**config.mk**
```make
export PLATFORM = sky130hd
export DESIGN_NAME = client_flow_table_with_aging_flat
export DESIGN_NICKNAME = d
export VERILOG_FILES = /design/src/rtl/cft_pkg.sv /design/src/rtl/cft_item_if.sv /design/src/rtl/cft_result_if.sv /design/src/rtl/cft_cfg_if.sv /design/src/rtl/cft_cell.sv /design/src/rtl/client_flow_table_with_aging.sv /design/src/flat_wrapper.sv
export SDC_FILE = /design/constraint.sdc
export NUM_CORES = 2
export LEC_CHECK = 0
export ABC_AREA = 1
export BUFFER_PORTS_ARGS = -buffer_cell sky130_fd_sc_hd__clkbuf_2
export CORE_MARGIN = 5
export CORE_UTILIZATION = 35
export DETAILED_ROUTE_END_ITERATION = 10
export PLACE_DENSITY = 0.59
export SLEW_MARGIN = 20
export SYNTH_ARGS = -nofsm -noshare
export SYNTH_HDL_FRONTEND = slang
export SYNTH_SLANG_ARGS = --single-unit
```
**constraint.sdc**
```tcl
create_clock -name clk -period 11.4 [get_ports clk]
set_input_delay 3.42 -clock clk [delete_from_list [all_inputs] [get_ports clk]]
set_output_delay 3.42 -clock clk [all_outputs]
set_load 0.01 [all_outputs]
```
**src/rtl/cft_pkg.sv**
```systemverilog
`default_nettype none
package cft_pkg;

    localparam int TABLE_ENTRIES_DEF = 16;

    localparam int OP_W     = 2;
    localparam int ADDR_W   = 32;
    localparam int PORT_W   = 16;
    localparam int TIME_W   = 32;
    localparam int CNT_W    = 32;
    localparam int STATUS_W = 3;
    localparam int SLOT_W   = 4;
    localparam int FREED_W  = 5;

    // wide enough for any table size in range (up to 256 entries)
    localparam int SLOT_MAX_W = 8;

    localparam logic [OP_W-1:0] OP_MESSAGE = 2'd0;
    localparam logic [OP_W-1:0] OP_CLOSE   = 2'd1;
    localparam logic [OP_W-1:0] OP_SWEEP   = 2'd2;
    localparam logic [OP_W-1:0] OP_UNUSED  = 2'd3;

    localparam logic [STATUS_W-1:0] ST_COUNTED = 3'd0;
    localparam logic [STATUS_W-1:0] ST_FULL    = 3'd1;
    localparam logic [STATUS_W-1:0] ST_CLOSED  = 3'd2;
    localparam logic [STATUS_W-1:0] ST_NOMATCH = 3'd3;
    localparam logic [STATUS_W-1:0] ST_SWEPT   = 3'd4;

    localparam logic [TIME_W-1:0] AGE_LIMIT_RESET = 32'd60;

    // travels from cell to cell: first match and first free slot so far
    typedef struct packed {
        logic                  hit;
        logic [SLOT_MAX_W-1:0] hit_slot;
        logic [CNT_W-1:0]      hit_count;
        logic                  free;
        logic [SLOT_MAX_W-1:0] open_slot;
    } chain_t;

    // broadcast from the controller to every cell
    typedef struct packed {
        logic              go;
        logic [OP_W-1:0]   op;
        logic [ADDR_W-1:0] addr;
        logic [PORT_W-1:0] port;
        logic [TIME_W-1:0] now;
        logic [TIME_W-1:0] age_limit;
        logic              miss;
    } cmd_t;

endpackage
`default_nettype wire

```
**src/rtl/cft_item_if.sv**
```systemverilog
`default_nettype none
interface cft_item_if import cft_pkg::*; ();
    logic              valid;
    logic              ready;
    logic [OP_W-1:0]   op;
    logic [ADDR_W-1:0] client_addr;
    logic [PORT_W-1:0] peer_port;
    logic [TIME_W-1:0] now;

    modport source (output valid, output op, output client_addr, output peer_port,
                    output now, input ready);
    modport sink   (input valid, input op, input client_addr, input peer_port,
                    input now, output ready);
endinterface
`default_nettype wire

```
**src/rtl/cft_result_if.sv**
```systemverilog
`default_nettype none
interface cft_result_if import cft_pkg::*; ();
    logic                valid;
    logic                ready;
    logic [STATUS_W-1:0] status;
    logic [SLOT_W-1:0]   slot;
    logic [CNT_W-1:0]    count;
    logic [FREED_W-1:0]  freed;

    modport source (output valid, output status, output slot, output count,
                    output freed, input ready);
    modport sink   (input valid, input status, input slot, input count,
                    input freed, output ready);
endinterface
`default_nettype wire

```
**src/rtl/cft_cfg_if.sv**
```systemverilog
`default_nettype none
interface cft_cfg_if import cft_pkg::*; ();
    logic              valid;
    logic              ready;
    logic [TIME_W-1:0] data;

    modport source (output valid, output data, input ready);
    modport sink   (input valid, input data, output ready);
endinterface
`default_nettype wire

```
**src/rtl/cft_cell.sv**
```systemverilog
`default_nettype none
module cft_cell import cft_pkg::*; #(
    parameter logic [SLOT_MAX_W-1:0] CELL_IDX = '0
) (
    input  wire logic   clk,
    input  wire logic   rst_n,
    input  wire cmd_t   cmd,
    input  wire chain_t chain_in,
    output chain_t      chain_out,
    output logic        aged
);

    logic              valid_reg, valid_next;
    logic [ADDR_W-1:0] addr_reg, addr_next;
    logic [PORT_W-1:0] port_reg, port_next;
    logic [CNT_W-1:0]  count_reg, count_next;
    logic [TIME_W-1:0] seen_reg, seen_next;

    logic             match;
    logic             first_hit;
    logic             first_free;
    logic [CNT_W-1:0] count_inc;
    logic [TIME_W-1:0] age;

    assign match      = valid_reg && (addr_reg == cmd.addr) && (port_reg == cmd.port);
    assign first_hit  = match && !chain_in.hit;
    assign first_free = !valid_reg && !chain_in.free;
    assign count_inc  = (count_reg == {CNT_W{1'b1}}) ? count_reg : count_reg + 1'b1;
    assign age        = cmd.now - seen_reg;
    assign aged       = valid_reg && (age > cmd.age_limit);

    always_comb
    begin
        chain_out = chain_in;
        if (first_hit)
        begin
            chain_out.hit       = 1'b1;
            chain_out.hit_slot  = CELL_IDX;
            chain_out.hit_count = count_inc;
        end
        if (first_free)
        begin
            chain_out.free      = 1'b1;
            chain_out.open_slot = CELL_IDX;
        end
    end

    always_comb
    begin
        valid_next = valid_reg;
        addr_next  = addr_reg;
        port_next  = port_reg;
        count_next = count_reg;
        seen_next  = seen_reg;
        if (cmd.go)
        begin
            case (cmd.op)
                OP_MESSAGE:
                begin
                    if (first_hit)
                    begin
                        seen_next  = cmd.now;
                        count_next = count_inc;
                    end
                    else if (cmd.miss && first_free)
                    begin
                        valid_next = 1'b1;
                        addr_next  = cmd.addr;
                        port_next  = cmd.port;
                        count_next = {{(CNT_W-1){1'b0}}, 1'b1};
                        seen_next  = cmd.now;
                    end
                end
                OP_CLOSE:
                begin
                    if (first_hit)
                        valid_next = 1'b0;
                end
                OP_SWEEP:
                begin
                    if (aged)
                        valid_next = 1'b0;
                end
                default:
                begin
                end
            endcase
        end
    end

    always_ff @(posedge clk or negedge rst_n)
    begin
        if (!rst_n)
            valid_reg <= 1'b0;
        else
            valid_reg <= valid_next;
    end

    always_ff @(posedge clk)
    begin
        addr_reg  <= addr_next;
        port_reg  <= port_next;
        count_reg <= count_next;
        seen_reg  <= seen_next;
    end

endmodule
`default_nettype wire

```
**src/rtl/client_flow_table_with_aging.sv**
```systemverilog
`default_nettype none
// Client flow table with aging. Each table entry is a cell holding key (address, port),
// message count and last-seen time; cells form a chain that carries the first match
// and the first free slot from entry 0 upward. An item is taken on req into the input
// registers, then evaluated in state S_EVAL against all entries in one pass through the
// cell chain, and its result is loaded into the rsp register. A new item is accepted
// while the previous result still waits on rsp; evaluation then holds until that result
// is taken. No new item is taken during S_EVAL. Op code 3 gives no result. The age
// limit is written through cfg (always ready) and resets to 60.
module client_flow_table_with_aging import cft_pkg::*; #(
    parameter int TABLE_ENTRIES = TABLE_ENTRIES_DEF
) (
    input  wire logic    clk,
    input  wire logic    rst_n,
    cft_item_if.sink     req,
    cft_result_if.source rsp,
    cft_cfg_if.sink      cfg
);

    localparam int AGED_CNT_W = $clog2(TABLE_ENTRIES + 1);

    typedef enum logic {
        S_IDLE,
        S_EVAL
    } state_t;

    state_t              state_reg, state_next;
    logic [OP_W-1:0]     op_reg, op_next;
    logic [ADDR_W-1:0]   addr_reg, addr_next;
    logic [PORT_W-1:0]   port_reg, port_next;
    logic [TIME_W-1:0]   now_reg, now_next;
    logic [TIME_W-1:0]   age_limit_reg, age_limit_next;
    logic                out_valid_reg, out_valid_next;
    logic [STATUS_W-1:0] status_reg, status_next;
    logic [SLOT_W-1:0]   slot_reg, slot_next;
    logic [CNT_W-1:0]    count_reg, count_next;
    logic [FREED_W-1:0]  freed_reg, freed_next;

    chain_t                  chain [TABLE_ENTRIES+1];
    logic [TABLE_ENTRIES-1:0] aged;
    cmd_t                    cmd;
    logic                    out_free;
    logic                    go;
    logic [AGED_CNT_W-1:0]   aged_cnt;
    chain_t                  chain_end;

    assign chain[0]  = '0;
    assign chain_end = chain[TABLE_ENTRIES];

    genvar gi;
    generate
        for (gi = 0; gi < TABLE_ENTRIES; gi++)
        begin : g_cell
            cft_cell #(
                .CELL_IDX (SLOT_MAX_W'(gi))
            ) u_cell (
                .clk       (clk),
                .rst_n     (rst_n),
                .cmd       (cmd),
                .chain_in  (chain[gi]),
                .chain_out (chain[gi+1]),
                .aged      (aged[gi])
            );
        end
    endgenerate

    assign out_free = !out_valid_reg || rsp.ready;
    assign go       = (state_reg == S_EVAL) && out_free && (op_reg != OP_UNUSED);
    assign aged_cnt = AGED_CNT_W'($countones(aged));

    always_comb
    begin
        cmd.go        = go;
        cmd.op        = op_reg;
        cmd.addr      = addr_reg;
        cmd.port      = port_reg;
        cmd.now       = now_reg;
        cmd.age_limit = age_limit_reg;
        cmd.miss      = !chain_end.hit;
    end

    assign req.ready = (state_reg == S_IDLE);
    assign cfg.ready = 1'b1;

    assign rsp.valid  = out_valid_reg;
    assign rsp.status = status_reg;
    assign rsp.slot   = slot_reg;
    assign rsp.count  = count_reg;
    assign rsp.freed  = freed_reg;

    always_comb
    begin
        state_next     = state_reg;
        op_next        = op_reg;
        addr_next      = addr_reg;
        port_next      = port_reg;
        now_next       = now_reg;
        age_limit_next = age_limit_reg;
        out_valid_next = out_valid_reg;
        status_next    = status_reg;
        slot_next      = slot_reg;
        count_next     = count_reg;
        freed_next     = freed_reg;

        if (cfg.valid)
            age_limit_next = cfg.data;

        if (out_valid_reg && rsp.ready)
            out_valid_next = 1'b0;

        unique case (state_reg)
            S_IDLE:
            begin
                if (req.valid)
                begin
                    op_next    = req.op;
                    addr_next  = req.client_addr;
                    port_next  = req.peer_port;
                    now_next   = req.now;
                    state_next = S_EVAL;
                end
            end
            S_EVAL:
            begin
                if (op_reg == OP_UNUSED)
                    state_next = S_IDLE;
                else if (out_free)
                begin
                    state_next     = S_IDLE;
                    out_valid_next = 1'b1;
                    status_next    = ST_COUNTED;
                    slot_next      = '0;
                    count_next     = '0;
                    freed_next     = '0;
                    case (op_reg)
                        OP_MESSAGE:
                        begin
                            if (chain_end.hit)
                            begin
                                slot_next  = chain_end.hit_slot[SLOT_W-1:0];
                                count_next = chain_end.hit_count;
                            end
                            else if (chain_end.free)
                            begin
                                slot_next  = chain_end.open_slot[SLOT_W-1:0];
                                count_next = {{(CNT_W-1){1'b0}}, 1'b1};
                            end
                            else
                                status_next = ST_FULL;
                        end
                        OP_CLOSE:
                        begin
                            if (chain_end.hit)
                            begin
                                status_next = ST_CLOSED;
                                slot_next   = chain_end.hit_slot[SLOT_W-1:0];
                            end
                            else
                                status_next = ST_NOMATCH;
                        end
                        default:
                        begin
                            status_next = ST_SWEPT;
                            freed_next  = FREED_W'(aged_cnt);
                        end
                    endcase
                end
            end
            default:
                state_next = S_IDLE;
        endcase
    end

    always_ff @(posedge clk or negedge rst_n)
    begin
        if (!rst_n)
        begin
            state_reg     <= S_IDLE;
            op_reg        <= OP_MESSAGE;
            addr_reg      <= '0;
            port_reg      <= '0;
            now_reg       <= '0;
            age_limit_reg <= AGE_LIMIT_RESET;
            out_valid_reg <= 1'b0;
            status_reg    <= ST_COUNTED;
            slot_reg      <= '0;
            count_reg     <= '0;
            freed_reg     <= '0;
        end
        else
        begin
            state_reg     <= state_next;
            op_reg        <= op_next;
            addr_reg      <= addr_next;
            port_reg      <= port_next;
            now_reg       <= now_next;
            age_limit_reg <= age_limit_next;
            out_valid_reg <= out_valid_next;
            status_reg    <= status_next;
            slot_reg      <= slot_next;
            count_reg     <= count_next;
            freed_reg     <= freed_next;
        end
    end

endmodule
`default_nettype wire

```
**src/flat_wrapper.sv**
```systemverilog
// flat-port wrapper written by rule: the top's interface ports become plain ports
module client_flow_table_with_aging_flat import cft_pkg::*;
#(
    parameter int TABLE_ENTRIES = TABLE_ENTRIES_DEF
)
  (clk, rst_n, req_valid, req_op, req_client_addr, req_peer_port, req_now, req_ready, rsp_valid, rsp_status, rsp_slot, rsp_count, rsp_freed, rsp_ready, cfg_valid, cfg_data, cfg_ready);
  cft_item_if req_i ();
  cft_result_if rsp_i ();
  cft_cfg_if cfg_i ();
  input  wire logic clk;
  input  wire logic rst_n;
  input wire logic [$bits(req_i.valid)-1:0] req_valid;
  input wire logic [$bits(req_i.op)-1:0] req_op;
  input wire logic [$bits(req_i.client_addr)-1:0] req_client_addr;
  input wire logic [$bits(req_i.peer_port)-1:0] req_peer_port;
  input wire logic [$bits(req_i.now)-1:0] req_now;
  output wire logic [$bits(req_i.ready)-1:0] req_ready;
  output wire logic [$bits(rsp_i.valid)-1:0] rsp_valid;
  output wire logic [$bits(rsp_i.status)-1:0] rsp_status;
  output wire logic [$bits(rsp_i.slot)-1:0] rsp_slot;
  output wire logic [$bits(rsp_i.count)-1:0] rsp_count;
  output wire logic [$bits(rsp_i.freed)-1:0] rsp_freed;
  input wire logic [$bits(rsp_i.ready)-1:0] rsp_ready;
  input wire logic [$bits(cfg_i.valid)-1:0] cfg_valid;
  input wire logic [$bits(cfg_i.data)-1:0] cfg_data;
  output wire logic [$bits(cfg_i.ready)-1:0] cfg_ready;
  assign req_i.valid = req_valid;
  assign req_i.op = req_op;
  assign req_i.client_addr = req_client_addr;
  assign req_i.peer_port = req_peer_port;
  assign req_i.now = req_now;
  assign req_ready = req_i.ready;
  assign rsp_valid = rsp_i.valid;
  assign rsp_status = rsp_i.status;
  assign rsp_slot = rsp_i.slot;
  assign rsp_count = rsp_i.count;
  assign rsp_freed = rsp_i.freed;
  assign rsp_i.ready = rsp_ready;
  assign cfg_i.valid = cfg_valid;
  assign cfg_i.data = cfg_data;
  assign cfg_ready = cfg_i.ready;
  client_flow_table_with_aging #(.TABLE_ENTRIES(TABLE_ENTRIES)) u_core (.clk(clk), .rst_n(rst_n), .req(req_i), .rsp(rsp_i), .cfg(cfg_i));
endmodule
```
==> reports/summary.txt <==
TritonCTS Buffers = 220
Mapped Area = 0.119 sq mm
hold_sp = u_core.rsp.count[31]
Final Slew Violations = 0
clock slew at reported path FFs = 0.06 ns
Mapped Cells = 12,381
Power per Cell Area = 175 mW/mm^2
Chip Height = 593 um
Fin Setup TNS = 0 ns
row cnt = 214
area leader, netlist = edfxtp_1
drt total wl = 391,000 um
Worst-Margin Slew = 1.13 ns
worst flop-to-flop path startpoint = u_core.now_reg[0]
most frequent cell after synthesis = nand2_1
# port buffers = 164
Syn Nets = 13,568
setup violators final = 0
Slew Limit Headroom = 24.8%
antenna violations before repair = 28
FF+latch area = 0.0582 sq mm
crit end category = register
post-synth top area share = 45.3%
Crit. Startpoint = u_core.now_reg[0]
largest net degree at the start of global routing = 84
Post-DRT Antenna Nets = 0
Distinct cells, synth = 89
gpl congestion = 0.929
FMAX = 95.7 MHz
area of the multi-input gates = 0.0539 sq mm
Die X = 593 um
HPWL Detailed = 277,000 um
EDFF count, synth = 1,792
first-pass GRT wire length = 567,000 um
clock insertion delay at the later pin of the skew report = 0.94 ns
die area = 0.351 sq mm
Power, Total = 23.4 mW
initial DRC count = 9,275
top cells by area, synth = edfxtp_1, ha_1, nand2_1, inv_1, xor2_1
Vias = 93,358
Tcrit/Tclk final = 91.6%
final hold viol count = 0
worst vdd ir = 0.000271 V
total grt overflow = 0
CTS tree = done
CP peak stage delay = 0.95 ns
Critical Path AT = 11.16 ns
Worst Setup Start Kind = register
io pins = 166
worst path required time = 12.11 ns
Max-Cap Viols = 0
most instantiated cells after synthesis = nand2_1, edfxtp_1, inv_1
clock sinks = 1,968
GRT Total Usage = 21.5%
clk_skew = 0.141 ns
total iterations of the first detailed-routing run = 8
via count of the first global-routing pass = 88,627
Mapped Avg Cell Area = 9.60 sq um
H-Tree Depth = 4
FFs w/ async S/R, synth = 8.94%
critical path type = register to register
CP max FO = 17
drt drc = 0
Synth Flop Type = edfxtp_1
Worst Hold Class = register to register
post-DR wirelength/cell = 22.3 um
Root Buffer = clkbuf_16
Layout area overhead = 12.7%
flops & latches, synth = 1,968
layout cell share with drive strength beyond 1 = 7.68%
CP max-delay cell = a221oi_1
synth warn = 0
core area = 0.339 sq mm
# hold bufs at CTS = 0
Initial Util = 35.1%
RSZ-0062 raised after global routing = no
Fill cells = 33,420
CP dominant cell by count = nand2_1
layout net count = 14,016
register area share after synthesis = 49.0%
static leakage = 55.9 nW
drt via density = 5.32
outcome = finished, final reports clean
min cycle time layout = 10.45 ns
clock buffer depth = 4
==> metrics by stage <==
stage / utilization [%] / hold WS [ns] / setup slack, ns / cells / cell area (sq um)
2_1_floorplan: - / 0.506 / 2.60 / 12381 / 119000
3_3_place_gp: 37.4 / 0.457 / 0.554 / 17138 / 127000
3_5_place_dp: 37.4 / 0.467 / 0.533 / 17140 / 127000
4_1_cts: 39.5 / 0.484 / 0.487 / 17545 / 134000
5_1_grt: 39.5 / 0.505 / 0.235 / 17552 / 134000
6_report: 39.5 / 0.480 / 0.953 / 17562 / 134000
==> worst max-delay path, delay by kind of cell (launching register included) <==
family | cells | cell delay, ns
AOI/OAI and AO/OA | 9 | 2.49
xor gates and xnor gates | 2 | 0.28
adders and majority gates | 10 | 3.66
and+or+nand+nor | 23 | 2.38
DFF | 1 | 0.84
buffers and inverters | 6 | 0.64
==> where the power goes <==
group / internal, mW / leakage [nW] / total, mW / switching, mW
Clock: 4.27 / 3.55 / 7.36 / 3.08
Sequential: 8.19 / 18.3 / 8.47 / 0.280
Combinational: 2.65 / 34.1 / 7.56 / 4.91
Total: 15.1 / 55.9 / 23.4 / 8.28
==> logic make-up (layout without fill, tap and decap cells) <==
| family | after synthesis | count (layout) | share of synthesized area, % |
|---|---|---|---|
| fa+ha+maj | 1068 | 1068 | 11.4 |
| flops | 1968 | 1968 | 49.0 |
| simple gates | 4519 | 4519 | 16.6 |
| compound gates | 2133 | 2133 | 10.4 |
| other cells | 1 | 15 | 0.00315 |
| buf+inv | 1802 | 2433 | 5.95 |
| mux | 46 | 46 | 0.421 |
| xor+xnor | 844 | 844 | 6.22 |
==> layer usage <==
metal / vias up / share of wire [%] / global-route usage (%)
met4: 6 / 5.0 / 9.01
met3: 754 / 8.2 / 3.69
met2: 3579 / 46 / 35.7
met1: 44702 / 41 / 27.7
li1: 44317 / - / -
met5: - / 0.011 / 0
==> layout by cell type, fill, tap and decap left out, drive strengths merged, types with 24 or more instances in the layout <==
cell type     n
a31oi        38
o211ai       34
fa           27
dfrtp       172
ha         1041
o22ai       121
xor2        594
buf         271
inv        1592
bufinv       24
nor3b        57
a21oi       954
clkinv       74
edfxtp     1792
nor2        964
nand2      2194
o221ai       36
mux2         32
o31ai        28
a221oi       57
nand4       185
xnor2       250
or2          61
a211oi      111
nor4        214
o21bai       34
clkbuf      462
o21ai       556
nand3       476
nor3        290
a22o         57
==> final cells by class <==
cell class              count  share of cell area, %
multi-input cells        8611                   40.2
well taps                4536                   4.23
clock buffers             299                   4.58
clock inverters           106                  0.843
diodes                     14                 0.0261
repair buffers            434                   2.15
inverters                1594                   4.48
flip-flops and latches   1968                   43.4
==> repair_timing <==
action,CTS,global route
gates resized for setup,0,2
setup buffers,0,3
endpoints found under the setup margin,0,3
==> final timing paths <==
check	end	slack, ns	cells after the start
worst max-delay path	u_core.rsp.freed[3]	0.95	50
worst min-delay path	u_core.rsp.count[31]	0.48	2
worst max register to register	u_core.rsp.freed[3]	0.95	50
worst min register to register	u_core.rsp.count[31]	0.48	2
max in group asynchronous	u_core.now_reg[1]	7.02	3
min in group asynchronous	u_core.rsp.count[23]	2.41	1
Note: power is estimated with default switching activity, not from simulation.
